## config.mk

```make
export PLATFORM = sky130hd
export DESIGN_NAME = scope_edge_trigger_holdoff
export DESIGN_NICKNAME = d
export VERILOG_FILES = /design/src/hw/rtl/seth_pkg.sv /design/src/hw/rtl/seth_front.sv /design/src/hw/rtl/seth_fifo.sv /design/src/hw/rtl/seth_div.sv /design/src/hw/rtl/seth_back.sv /design/src/hw/rtl/scope_edge_trigger_holdoff.sv
export SDC_FILE = /design/constraint.sdc
export NUM_CORES = 2
export LEC_CHECK = 0
export BUFFER_PORTS_ARGS = -buffer_cell sky130_fd_sc_hd__buf_2
export CORE_ASPECT_RATIO = 1.75
export CORE_UTILIZATION = 65
export CTS_CLUSTER_SIZE = 24
export DETAILED_ROUTE_END_ITERATION = 6
export PLACE_DENSITY_LB_ADDON = 0.3
export SLEW_MARGIN = 20
export SYNTH_ARGS = -nofsm -noshare
export SYNTH_HDL_FRONTEND = slang
export SYNTH_HIERARCHICAL = 1
export SYNTH_SLANG_ARGS = --single-unit
```

## constraint.sdc

```tcl
create_clock -name i_clk -period 17.4 [get_ports i_clk]
set_clock_uncertainty 0.05 [all_clocks]
set_input_delay 3.48 -clock i_clk [delete_from_list [all_inputs] [get_ports i_clk]]
set_output_delay 3.48 -clock i_clk [all_outputs]
set_load 0.005 [all_outputs]
```

## src/hw/rtl/seth_pkg.sv

```systemverilog
// shared types, constants and codes of the edge trigger with holdoff
// no dependencies; every other file takes names from here by scope
package seth_pkg;

    localparam int SAMPLE_BITS   = 16;
    localparam int THR_BITS      = 16;
    localparam int CMP_BITS      = (SAMPLE_BITS > THR_BITS) ? SAMPLE_BITS : THR_BITS;
    localparam int FRAME_BITS    = 48;
    localparam int OUT_BITS      = 48;
    localparam int HOLD_BITS     = 24;
    localparam int RATE_BITS     = 24;
    localparam int FREQ_BITS     = 32;
    localparam int MODE_BITS     = 2;
    localparam int CMD_BITS      = 2;
    localparam int CFG_IDX_BITS  = 3;
    localparam int CFG_DATA_BITS = 24;
    localparam int SUM_BITS      = FREQ_BITS + 4;
    localparam int NUM_BITS      = (FRAME_BITS > SUM_BITS) ? FRAME_BITS : SUM_BITS;
    localparam int DIV_CNT_BITS  = $clog2(NUM_BITS);
    localparam int QDEPTH        = 4;
    localparam int QPTR_BITS     = $clog2(QDEPTH);

    localparam logic [CMD_BITS-1:0] CMD_SAMPLE = CMD_BITS'(0);
    localparam logic [CMD_BITS-1:0] CMD_RUN    = CMD_BITS'(1);
    localparam logic [CMD_BITS-1:0] CMD_STOP   = CMD_BITS'(2);

    localparam logic [MODE_BITS-1:0] MODE_SINGLE = MODE_BITS'(2);

    localparam logic [CFG_IDX_BITS-1:0] REG_THR_HIGH = CFG_IDX_BITS'(0);
    localparam logic [CFG_IDX_BITS-1:0] REG_THR_LOW  = CFG_IDX_BITS'(1);
    localparam logic [CFG_IDX_BITS-1:0] REG_RISING   = CFG_IDX_BITS'(2);
    localparam logic [CFG_IDX_BITS-1:0] REG_HOLDOFF  = CFG_IDX_BITS'(3);
    localparam logic [CFG_IDX_BITS-1:0] REG_MODE     = CFG_IDX_BITS'(4);
    localparam logic [CFG_IDX_BITS-1:0] REG_RATE     = CFG_IDX_BITS'(5);

    localparam logic [HOLD_BITS-1:0] HOLDOFF_RESET = HOLD_BITS'(1);
    localparam logic [RATE_BITS-1:0] RATE_RESET    = RATE_BITS'(48000);
    localparam logic [SUM_BITS-1:0]  AVG_DIVISOR   = SUM_BITS'(10);
    localparam logic [SUM_BITS-1:0]  AVG_ROUND     = SUM_BITS'(5);

    typedef struct packed {
        logic signed [THR_BITS-1:0] thr_high;
        logic signed [THR_BITS-1:0] thr_low;
        logic                       rising;
        logic [HOLD_BITS-1:0]       holdoff;
        logic [MODE_BITS-1:0]       mode;
        logic [RATE_BITS-1:0]       rate;
    } t_cfg;

    typedef struct packed {
        logic [FRAME_BITS-1:0] frame;
        logic [FRAME_BITS-1:0] interval;
        logic                  calc;
        logic                  stopped;
    } t_trig;

endpackage

```

## src/hw/rtl/seth_front.sv

```systemverilog
// front end: takes requests, counts frames, runs holdoff and the arm/fire detector
// depends on seth_pkg; pushes one trigger record per firing into the queue
module seth_front (
    input  logic                                 i_clk,
    input  logic                                 i_rst_n,
    input  seth_pkg::t_cfg                       i_cfg,
    input  logic                                 i_valid,
    output logic                                 o_ready,
    input  logic [seth_pkg::CMD_BITS-1:0]        i_cmd,
    input  logic signed [seth_pkg::SAMPLE_BITS-1:0] i_sample_value,
    input  logic                                 i_q_full,
    output logic                                 o_push,
    output seth_pkg::t_trig                      o_trig
);

    logic                                r_armed, n_armed;
    logic                                r_running, n_running;
    logic [seth_pkg::HOLD_BITS-1:0]      r_hold, n_hold;
    logic [seth_pkg::FRAME_BITS-1:0]     r_frame, n_frame;
    logic [seth_pkg::FRAME_BITS-1:0]     r_prev, n_prev;
    logic                                r_have, n_have;

    logic                                accept;
    logic                                fire;
    logic signed [seth_pkg::CMP_BITS-1:0] v_ext, hi_ext, lo_ext;
    logic [seth_pkg::FRAME_BITS-1:0]     interval;

    assign o_ready = !i_q_full;
    assign accept  = i_valid && o_ready;

    assign v_ext  = seth_pkg::CMP_BITS'(i_sample_value);
    assign hi_ext = seth_pkg::CMP_BITS'(i_cfg.thr_high);
    assign lo_ext = seth_pkg::CMP_BITS'(i_cfg.thr_low);

    always_comb begin
        n_armed   = r_armed;
        n_running = r_running;
        n_hold    = r_hold;
        n_frame   = r_frame;
        n_prev    = r_prev;
        n_have    = r_have;
        fire      = 1'b0;
        if (accept) begin
            unique case (i_cmd)
                seth_pkg::CMD_RUN: begin
                    n_running = 1'b1;
                end
                seth_pkg::CMD_STOP: begin
                    n_running = 1'b0;
                end
                seth_pkg::CMD_SAMPLE: begin
                    n_frame = r_frame + seth_pkg::FRAME_BITS'(1);
                    if (r_hold != '0) begin
                        n_hold = r_hold - seth_pkg::HOLD_BITS'(1);
                    end else if (r_running) begin
                        if (i_cfg.rising) begin
                            if (!r_armed) begin
                                n_armed = (v_ext < lo_ext);
                            end else if (v_ext >= hi_ext) begin
                                fire = 1'b1;
                            end
                        end else begin
                            if (!r_armed) begin
                                n_armed = (v_ext > hi_ext);
                            end else if (v_ext <= lo_ext) begin
                                fire = 1'b1;
                            end
                        end
                    end
                end
                default: begin
                end
            endcase
        end
        if (fire) begin
            n_armed = 1'b0;
            n_prev  = r_frame;
            n_have  = 1'b1;
            n_hold  = (i_cfg.holdoff == '0) ? '0
                                            : i_cfg.holdoff - seth_pkg::HOLD_BITS'(1);
            if (i_cfg.mode == seth_pkg::MODE_SINGLE) begin
                n_running = 1'b0;
            end
        end
    end

    assign interval        = r_frame - r_prev;
    assign o_push          = fire;
    assign o_trig.frame    = r_frame;
    assign o_trig.interval = interval;
    assign o_trig.calc     = r_have && (interval != '0);
    assign o_trig.stopped  = (i_cfg.mode == seth_pkg::MODE_SINGLE);

    always_ff @(posedge i_clk) begin
        if (!i_rst_n) begin
            r_armed   <= 1'b0;
            r_running <= 1'b1;
            r_hold    <= '0;
            r_frame   <= '0;
            r_prev    <= '0;
            r_have    <= 1'b0;
        end else begin
            r_armed   <= n_armed;
            r_running <= n_running;
            r_hold    <= n_hold;
            r_frame   <= n_frame;
            r_prev    <= n_prev;
            r_have    <= n_have;
        end
    end

    a_fire_disarms: assert property (@(posedge i_clk) disable iff (!i_rst_n)
        o_push |=> !r_armed && r_have && (r_prev == $past(r_frame)))
        else $error("trigger record not followed by disarm and frame capture");

endmodule

```

## src/hw/rtl/seth_fifo.sv

```systemverilog
// short queue of trigger records between the front end and the frequency back end
// depends on seth_pkg for the record type and depth
module seth_fifo (
    input  logic            i_clk,
    input  logic            i_rst_n,
    input  logic            i_push,
    input  seth_pkg::t_trig i_data,
    output logic            o_full,
    input  logic            i_pop,
    output logic            o_empty,
    output seth_pkg::t_trig o_data
);

    seth_pkg::t_trig                  r_mem [seth_pkg::QDEPTH];
    logic [seth_pkg::QPTR_BITS-1:0]   r_wr, r_rd;
    logic [seth_pkg::QPTR_BITS:0]     r_count;

    assign o_full  = (r_count == (seth_pkg::QPTR_BITS + 1)'(seth_pkg::QDEPTH));
    assign o_empty = (r_count == '0);
    assign o_data  = r_mem[r_rd];

    always_ff @(posedge i_clk) begin
        if (i_push) begin
            r_mem[r_wr] <= i_data;
        end
    end

    always_ff @(posedge i_clk) begin
        if (!i_rst_n) begin
            r_wr    <= '0;
            r_rd    <= '0;
            r_count <= '0;
        end else begin
            if (i_push) begin
                r_wr <= r_wr + seth_pkg::QPTR_BITS'(1);
            end
            if (i_pop) begin
                r_rd <= r_rd + seth_pkg::QPTR_BITS'(1);
            end
            if (i_push && !i_pop) begin
                r_count <= r_count + (seth_pkg::QPTR_BITS + 1)'(1);
            end else if (i_pop && !i_push) begin
                r_count <= r_count - (seth_pkg::QPTR_BITS + 1)'(1);
            end
        end
    end

    a_no_overflow: assert property (@(posedge i_clk) disable iff (!i_rst_n)
        o_full |-> !i_push || i_pop)
        else $error("trigger queue overflow");

    a_no_underflow: assert property (@(posedge i_clk) disable iff (!i_rst_n)
        i_pop |-> !o_empty)
        else $error("trigger queue underflow");

endmodule

```

## src/hw/rtl/seth_div.sv

```systemverilog
// restoring divider, one quotient bit per cycle
// depends on seth_pkg for the operand width; divides the scaled rate by the trigger interval
module seth_div (
    input  logic                          i_clk,
    input  logic                          i_rst_n,
    input  logic                          i_start,
    input  logic [seth_pkg::NUM_BITS-1:0] i_num,
    input  logic [seth_pkg::NUM_BITS-1:0] i_den,
    output logic                          o_busy,
    output logic                          o_done,
    output logic [seth_pkg::NUM_BITS-1:0] o_quo
);

    logic                              r_busy, r_done;
    logic [seth_pkg::DIV_CNT_BITS-1:0] r_cnt;
    logic [seth_pkg::NUM_BITS-1:0]     r_rem, r_quo, r_den;
    logic [seth_pkg::NUM_BITS:0]       shifted;
    logic [seth_pkg::NUM_BITS+1:0]     diff;
    logic                              borrow;

    assign shifted = {r_rem, r_quo[seth_pkg::NUM_BITS-1]};
    assign diff    = {1'b0, shifted} - {2'b00, r_den};
    assign borrow  = diff[seth_pkg::NUM_BITS+1];

    assign o_busy = r_busy;
    assign o_done = r_done;
    assign o_quo  = r_quo;

    always_ff @(posedge i_clk) begin
        if (i_start) begin
            r_rem <= '0;
            r_quo <= i_num;
            r_den <= i_den;
        end else if (r_busy) begin
            r_rem <= borrow ? shifted[seth_pkg::NUM_BITS-1:0]
                            : diff[seth_pkg::NUM_BITS-1:0];
            r_quo <= {r_quo[seth_pkg::NUM_BITS-2:0], !borrow};
        end
    end

    always_ff @(posedge i_clk) begin
        if (!i_rst_n) begin
            r_busy <= 1'b0;
            r_done <= 1'b0;
            r_cnt  <= '0;
        end else begin
            r_done <= 1'b0;
            if (i_start) begin
                r_busy <= 1'b1;
                r_cnt  <= seth_pkg::DIV_CNT_BITS'(seth_pkg::NUM_BITS - 1);
            end else if (r_busy) begin
                r_cnt <= r_cnt - seth_pkg::DIV_CNT_BITS'(1);
                if (r_cnt == '0) begin
                    r_busy <= 1'b0;
                    r_done <= 1'b1;
                end
            end
        end
    end

endmodule

```

## src/hw/rtl/seth_back.sv

```systemverilog
// back end: frequency estimate, 0.7/0.3 smoothing and the result register
// depends on seth_pkg and seth_div; takes trigger records from the queue
module seth_back (
    input  logic                            i_clk,
    input  logic                            i_rst_n,
    input  logic [seth_pkg::RATE_BITS-1:0]  i_rate,
    input  logic                            i_q_empty,
    input  seth_pkg::t_trig                 i_q_data,
    output logic                            o_pop,
    output logic                            o_valid,
    input  logic                            i_ready,
    output logic [seth_pkg::OUT_BITS-1:0]   o_trigger_frame,
    output logic [seth_pkg::OUT_BITS-1:0]   o_trigger_interval,
    output logic [seth_pkg::FREQ_BITS-1:0]  o_freq_smoothed,
    output logic                            o_now_stopped
);

    localparam logic [2:0] ST_IDLE    = 3'd0;
    localparam logic [2:0] ST_DIV_EST = 3'd1;
    localparam logic [2:0] ST_SUM     = 3'd2;
    localparam logic [2:0] ST_QA      = 3'd3;
    localparam logic [2:0] ST_QB      = 3'd4;
    localparam logic [2:0] ST_QC      = 3'd5;
    localparam logic [2:0] ST_FIX     = 3'd6;
    localparam logic [2:0] ST_OUT     = 3'd7;

    logic [2:0]                       r_state, n_state;
    seth_pkg::t_trig                  r_entry, n_entry;
    logic [seth_pkg::FREQ_BITS-1:0]   r_avg, n_avg;
    logic [seth_pkg::FREQ_BITS-1:0]   r_est, n_est;
    logic [seth_pkg::SUM_BITS-1:0]    r_sum, n_sum;
    logic [seth_pkg::SUM_BITS-1:0]    r_q, n_q;
    logic [seth_pkg::SUM_BITS-1:0]    r_q10, n_q10;
    logic                             r_o_valid, n_o_valid;
    logic [seth_pkg::OUT_BITS-1:0]    r_o_frame, r_o_interval;
    logic [seth_pkg::FREQ_BITS-1:0]   r_o_freq;
    logic                             r_o_stopped;

    logic                             load;
    logic                             out_free;
    logic                             div_start;
    logic [seth_pkg::NUM_BITS-1:0]    div_num, div_den, div_quo;
    logic                             div_busy, div_done;
    logic [seth_pkg::FREQ_BITS-1:0]   est_sat;
    logic [seth_pkg::SUM_BITS-1:0]    q_part, q_step, q_tail, avg_rem;

    seth_div u_div (
        .i_clk   (i_clk),
        .i_rst_n (i_rst_n),
        .i_start (div_start),
        .i_num   (div_num),
        .i_den   (div_den),
        .o_busy  (div_busy),
        .o_done  (div_done),
        .o_quo   (div_quo)
    );

    assign out_free = !r_o_valid || i_ready;
    assign est_sat  = (div_quo[seth_pkg::NUM_BITS-1:seth_pkg::FREQ_BITS] != '0)
                      ? '1 : div_quo[seth_pkg::FREQ_BITS-1:0];
    assign div_num  = seth_pkg::NUM_BITS'({i_rate, 8'h00})
                      + seth_pkg::NUM_BITS'(i_q_data.interval >> 1);
    assign div_den  = seth_pkg::NUM_BITS'(i_q_data.interval);

    // divide by ten: multiply by 0.8 with shifts and adds, then shift by three;
    // the quotient is at most one low and the remainder check puts it right
    assign q_part  = (r_sum >> 1) + (r_sum >> 2);
    assign q_step  = r_q + (r_q >> 8);
    assign q_tail  = (r_q + (r_q >> 32)) >> 3;
    assign avg_rem = r_sum - r_q10;

    always_comb begin
        n_state   = r_state;
        n_entry   = r_entry;
        n_avg     = r_avg;
        n_est     = r_est;
        n_sum     = r_sum;
        n_q       = r_q;
        n_q10     = r_q10;
        o_pop     = 1'b0;
        load      = 1'b0;
        div_start = 1'b0;
        unique case (r_state)
            ST_IDLE: begin
                if (!i_q_empty) begin
                    o_pop   = 1'b1;
                    n_entry = i_q_data;
                    if (i_q_data.calc) begin
                        div_start = 1'b1;
                        n_state   = ST_DIV_EST;
                    end else begin
                        n_state = ST_OUT;
                    end
                end
            end
            ST_DIV_EST: begin
                if (div_done) begin
                    if (r_avg == '0) begin
                        n_avg   = est_sat;
                        n_state = ST_OUT;
                    end else begin
                        n_est   = est_sat;
                        n_state = ST_SUM;
                    end
                end
            end
            ST_SUM: begin
                // 7 * avg + 3 * est + 5
                n_sum = seth_pkg::SUM_BITS'({r_avg, 3'b000}) - seth_pkg::SUM_BITS'(r_avg)
                        + seth_pkg::SUM_BITS'({r_est, 1'b0}) + seth_pkg::SUM_BITS'(r_est)
                        + seth_pkg::AVG_ROUND;
                n_state = ST_QA;
            end
            ST_QA: begin
                n_q     = q_part + (q_part >> 4);
                n_state = ST_QB;
            end
            ST_QB: begin
                n_q     = q_step + (q_step >> 16);
                n_state = ST_QC;
            end
            ST_QC: begin
                n_q     = q_tail;
                n_q10   = (q_tail << 3) + (q_tail << 1);
                n_state = ST_FIX;
            end
            ST_FIX: begin
                n_avg   = r_q[seth_pkg::FREQ_BITS-1:0]
                          + seth_pkg::FREQ_BITS'(avg_rem >= seth_pkg::AVG_DIVISOR);
                n_state = ST_OUT;
            end
            ST_OUT: begin
                if (out_free) begin
                    load    = 1'b1;
                    n_state = ST_IDLE;
                end
            end
        endcase
        n_o_valid = r_o_valid;
        if (r_o_valid && i_ready) begin
            n_o_valid = 1'b0;
        end
        if (load) begin
            n_o_valid = 1'b1;
        end
    end

    always_ff @(posedge i_clk) begin
        r_entry <= n_entry;
        r_est   <= n_est;
        r_sum   <= n_sum;
        r_q     <= n_q;
        r_q10   <= n_q10;
        if (load) begin
            r_o_frame    <= seth_pkg::OUT_BITS'(r_entry.frame);
            r_o_interval <= r_entry.calc ? seth_pkg::OUT_BITS'(r_entry.interval) : '0;
            r_o_freq     <= r_avg;
            r_o_stopped  <= r_entry.stopped;
        end
    end

    always_ff @(posedge i_clk) begin
        if (!i_rst_n) begin
            r_state   <= ST_IDLE;
            r_avg     <= '0;
            r_o_valid <= 1'b0;
        end else begin
            r_state   <= n_state;
            r_avg     <= n_avg;
            r_o_valid <= n_o_valid;
        end
    end

    assign o_valid            = r_o_valid;
    assign o_trigger_frame    = r_o_frame;
    assign o_trigger_interval = r_o_interval;
    assign o_freq_smoothed    = r_o_freq;
    assign o_now_stopped      = r_o_stopped;

    a_div_start_free: assert property (@(posedge i_clk) disable iff (!i_rst_n)
        div_start |-> !div_busy)
        else $error("divider restarted while busy");

    a_idle_div_quiet: assert property (@(posedge i_clk) disable iff (!i_rst_n)
        (r_state == ST_IDLE || r_state == ST_OUT) |-> !div_busy)
        else $error("divider running outside a divide step");

endmodule

```

## src/hw/rtl/scope_edge_trigger_holdoff.sv

```systemverilog
// top level of the oscilloscope edge trigger with hysteresis and holdoff
// depends on seth_pkg, seth_front, seth_fifo and seth_back; holds the settings registers
//
// Each request is a sample or a run/stop command. While the queue has room the front end
// takes one request per clock and does not wait on the frequency arithmetic: samples
// advance the 48-bit frame counter and count down holdoff or arm or fire the trigger in
// the same cycle. Every firing drops a record into a four-entry queue. The back end
// turns each record into a result: one without a usable interval goes out directly;
// otherwise a 48-step divider forms round(rate * 256 / interval), and when an average
// exists a sum, shift-and-add steps and a remainder fix divide by ten for the 0.7/0.3
// blend. A result waits in the output register until taken. Input ready drops only
// while the queue holds four triggers not yet taken by the back end. Settings are to be
// written through the plain write port while the block is idle, which is not enforced.
module scope_edge_trigger_holdoff (
    input  logic                                    i_clk,
    input  logic                                    i_rst_n,
    input  logic                                    i_cfg_we,
    input  logic [seth_pkg::CFG_IDX_BITS-1:0]       i_cfg_index,
    input  logic [seth_pkg::CFG_DATA_BITS-1:0]      i_cfg_data,
    input  logic                                    i_valid,
    output logic                                    o_ready,
    input  logic [seth_pkg::CMD_BITS-1:0]           i_cmd,
    input  logic signed [seth_pkg::SAMPLE_BITS-1:0] i_sample_value,
    output logic                                    o_valid,
    input  logic                                    i_ready,
    output logic [seth_pkg::OUT_BITS-1:0]           o_trigger_frame,
    output logic [seth_pkg::OUT_BITS-1:0]           o_trigger_interval,
    output logic [seth_pkg::FREQ_BITS-1:0]          o_freq_smoothed,
    output logic                                    o_now_stopped
);

    seth_pkg::t_cfg  r_cfg, n_cfg;
    seth_pkg::t_trig push_data, pop_data;
    logic            push, pop, q_full, q_empty;

    always_comb begin
        n_cfg = r_cfg;
        if (i_cfg_we) begin
            unique case (i_cfg_index)
                seth_pkg::REG_THR_HIGH: n_cfg.thr_high = i_cfg_data[seth_pkg::THR_BITS-1:0];
                seth_pkg::REG_THR_LOW:  n_cfg.thr_low  = i_cfg_data[seth_pkg::THR_BITS-1:0];
                seth_pkg::REG_RISING:   n_cfg.rising   = i_cfg_data[0];
                seth_pkg::REG_HOLDOFF:  n_cfg.holdoff  = i_cfg_data[seth_pkg::HOLD_BITS-1:0];
                seth_pkg::REG_MODE:     n_cfg.mode     = i_cfg_data[seth_pkg::MODE_BITS-1:0];
                seth_pkg::REG_RATE:     n_cfg.rate     = i_cfg_data[seth_pkg::RATE_BITS-1:0];
                default: begin
                end
            endcase
        end
    end

    always_ff @(posedge i_clk) begin
        if (!i_rst_n) begin
            r_cfg.thr_high <= '0;
            r_cfg.thr_low  <= '0;
            r_cfg.rising   <= 1'b1;
            r_cfg.holdoff  <= seth_pkg::HOLDOFF_RESET;
            r_cfg.mode     <= '0;
            r_cfg.rate     <= seth_pkg::RATE_RESET;
        end else begin
            r_cfg <= n_cfg;
        end
    end

    seth_front u_front (
        .i_clk          (i_clk),
        .i_rst_n        (i_rst_n),
        .i_cfg          (r_cfg),
        .i_valid        (i_valid),
        .o_ready        (o_ready),
        .i_cmd          (i_cmd),
        .i_sample_value (i_sample_value),
        .i_q_full       (q_full),
        .o_push         (push),
        .o_trig         (push_data)
    );

    seth_fifo u_fifo (
        .i_clk   (i_clk),
        .i_rst_n (i_rst_n),
        .i_push  (push),
        .i_data  (push_data),
        .o_full  (q_full),
        .i_pop   (pop),
        .o_empty (q_empty),
        .o_data  (pop_data)
    );

    seth_back u_back (
        .i_clk              (i_clk),
        .i_rst_n            (i_rst_n),
        .i_rate             (r_cfg.rate),
        .i_q_empty          (q_empty),
        .i_q_data           (pop_data),
        .o_pop              (pop),
        .o_valid            (o_valid),
        .i_ready            (i_ready),
        .o_trigger_frame    (o_trigger_frame),
        .o_trigger_interval (o_trigger_interval),
        .o_freq_smoothed    (o_freq_smoothed),
        .o_now_stopped      (o_now_stopped)
    );

endmodule
```

==> run_results.csv <==
group,metric,value,unit
sta,grt_setup_unrepaired,"no",
sta,period_needed,7.18,ns
worst_setup_path,r2r_cells,24,
finish,fin_area,0.0731,sq mm
yosys,yosysUniqueCellTypes,120,
grt,grt-ovfl-total,0,
finish,fillerInstances,7308,
worst_setup_path,crit_type,"in -> reg",
worst_setup_path,cp.arrival,7.49,ns
routing,drt-total-wl,203000,microns
sta,finalHoldViolCount,0,
worst_setup_path,cpMostUsedCell,"and3_1",
yosys,netlist_instances,6221,
grt,grt_max_degree,89,
run_status,violations,"DRC",
floorplanning,io_pins,181,
finish,drive_gt1_share,10.9,%
clock_tree,clk_latency,0.77,ns
yosys,synth_area,0.0673,sq mm
sta,tightest_slew,1.23,ns
floorplanning,start_util,65.8,%
worst_setup_path,cp_max_fo,50,
yosys,yosys_warnings,6,
finish,nets,6862,
finish,final_common_cell,"edfxtp_1",
clock_tree,post-cts-setup-buffers,0,
sta,maxSlewViolCount,0,
routing,avgViaCountPerCell,6.56,
grt,grt_pass1_wl,302000,microns
yosys,synthArstFlopShare,0,%
clock_tree,holdBufCountCts,0,
worst_setup_path,crit_chain,"buf_2 > ha_1 > nand4_1 > or2_2 > nor3_1 > and4b_1 > nand3_1 > and3_1 > and3_1 > and2_4 > buf_4",
finish,layout_common_cells,"853 x edfxtp_1, 553 x nand2_1, 465 x inv_1",
floorplanning,coreArea,0.102,sq mm
yosys,syn_area_per_cell,10.8,sq um
min_path,hold_depth,0,
clock_tree,cts-buffers-inserted,102,
placement,dp_hpwl,149000,microns
routing,highest_layer,"met5",
sta,max_freq,0.139,GHz
floorplanning,rows,155,
grt,first_global_vias,51000,
grt,antenna_found_initial,24,
yosys,ys_ff_latch,1160,
min_path,hp-class,"reg -> reg",
sta,tns,0,ns
clock_tree,cts-root-buf,"clkbuf_16",
routing,wl_per_cell,26.1,microns
finish,final-seq-area,0.0318,sq mm
clock_tree,cts_resized,0,
clock_tree,cts.clk_slew.worst_paths,0.07,ns
routing,drt_iter0_drc,4481,
routing,route.met3.wl,12500,microns
job,max-cap-violations,0,
clock_tree,ctsHtreeMaxLevel,3,
worst_setup_path,required,17.70,ns
clock_tree,cts_max_path_buffers,3,
routing,drc_errors,3,
yosys,syn-num-nets,6737,
sta,fin_crit_sh,41.3,%
routing,detail-route-antenna-nets,0,
clock_tree,cts_tree,"yes",
clock_tree,cts.sinks,1160,
routing,routed-via-count,51000,
yosys,ys_seq_area_share,47.2,%
placement,postPlaceCellArea,0.0695,sq mm
worst_setup_path,reg2reg_setup_slack,10.34,ns
finish,synthToLayoutAreaGrowth,8.50,%
yosys,synth-main-ff-cell,"edfxtp_1",
routing,drtPass1Iterations,7,
run_status,status,"complete, but fails checks",
floorplanning,dieHeight,428,microns
sta,finalSetupViolations,0,
floorplanning,die_w,245,microns
placement,port_buffers,180,
yosys,synth-edff-count,853,
worst_setup_path,crit_slowest_cell,"buf_4",
worst_setup_path,start_kind,"input port",
floorplanning,dieArea,0.105,sq mm
sta,slew_headroom,17.4,%
worst_setup_path,cp-end-kind,"flop",
finish,multi_input_area,0.0330,sq mm
placement,place.gp.congestion,1.04,
worst_setup_path,slowest_delay,0.72,ns
routing,wl_met2,104000,microns
grt,grt_util_all_layers,38.5,%
routing,wl_met1,66900,microns
kinds of logic (layout without fill, tap and decap cells):
family	after synthesis	after routing	synth area share, %
AND/OR/NAND/NOR	1806	1806	13.6
AO/OA/AOI/OAI	1446	1446	14.7
flip-flops	1160	1160	47.2
buffers and inverters	676	888	4.01
adder cells (fa/ha/maj)	466	466	9.45
XOR/XNOR	391	391	5.09
multiplexers	276	276	6.03
other	0	5	0
metal layers:
metal	up-vias	GRT usage, %
met3	837	6.10
met4	32	31.5
met5	-	0
li1	23100	-
met1	24600	38.9
met2	2381	69.4
stage by stage:
| stage | setup WS, ns | std cells | hold slack [ns] | util (%) |
|---|---|---|---|---|
| global placement | 9.59 | 7576 | 0.353 | 67.8 |
| CTS | 10.29 | 7767 | 0.370 | 71.3 |
| floorplan | 5.60 | 6221 | 0.350 | - |
| detailed placement | 9.53 | 7576 | 0.355 | 67.8 |
| global route | 10.07 | 7770 | 0.376 | 71.3 |
| finish | 10.22 | 7772 | 0.371 | 71.4 |
cell usage after synthesis (47+ instances only):
master	instances	area (sq um)
ha_1	395	4940
clkbuf_1	151	567
nand2b_1	50	313
mux2i_1	123	1230
nand2_1	555	2080
nand3_1	105	526
a21oi_1	370	1850
o21ai_1	60	300
nand4_1	76	475
a21boi_0	67	503
xnor2_1	257	2250
a21o_1	163	1220
a211oi_1	104	781
or2_2	53	332
mux4_2	98	2210
xor2_1	134	1170
o21a_1	66	495
fa_1	71	1420
and3_1	72	450
nor2_1	339	1270
and2_1	134	838
inv_1	465	1750
or3_1	61	382
nor4_1	47	294
mux2_2	53	597
o21ai_0	172	861
edfxtp_1	853	25600
nor2b_1	98	613
nor3_1	102	510
dfxtp_1	307	6150
o21bai_1	54	405
area by class of cell:
cell class / instances / share of cell area (%)
antenna: 5 / 0.0171
inverter: 466 / 2.39
timing repair buffer: 231 / 1.77
multi-input combinational: 4385 / 45.2
tap: 1334 / 2.28
clock inverter: 66 / 1.14
clock buffer: 125 / 3.76
sequential: 1160 / 43.5
state kept, by name (all words and copies together) (netlist names), 6 cells and up, named ones only:
| register | cells |
|---|---|
| u_back/u_div/o_quo | 48 |
| u_back/u_div/r_cnt | 6 |
| u_back/r_est | 32 |
| u_back/r_q10 | 35 |
| u_back/u_div/r_den | 48 |
| u_back/o_trigger_interval | 48 |
| u_front/r_prev | 48 |
| u_fifo/r_mem | 392 |
| u_back/u_div/r_rem | 48 |
| r_cfg | 83 |
| u_back/r_entry | 98 |
| u_back/r_sum | 35 |
| u_back/r_q | 36 |
| u_back/r_avg | 32 |
| u_back/o_freq_smoothed | 32 |
| u_back/o_trigger_frame | 48 |
| u_front/r_hold | 24 |
| u_front/r_frame | 48 |
final timing paths:
kind                                 from                                  end
max                    i_sample_value[15]        u_fifo/r_mem[3][33]$_DFFE_PP_
min          u_back/r_entry[54]$_DFFE_PP_  u_back/o_trigger_frame[4]$_DFFE_PP_
max reg2reg       u_back/r_q[9]$_DFFE_PP_             u_back/r_q[26]$_DFFE_PP_
min reg2reg  u_back/r_entry[54]$_DFFE_PP_  u_back/o_trigger_frame[4]$_DFFE_PP_
worst max-delay path: cells and delay by family:
kind / cells / cell delay, ns
adders and majority gates: 1 / 0.38
and+or+nand+nor: 8 / 2.60
buffers and inverters: 2 / 0.84
Power is not shown: default switching activity piles up to over one toggle a cycle in this logic, so the estimate is an artifact.
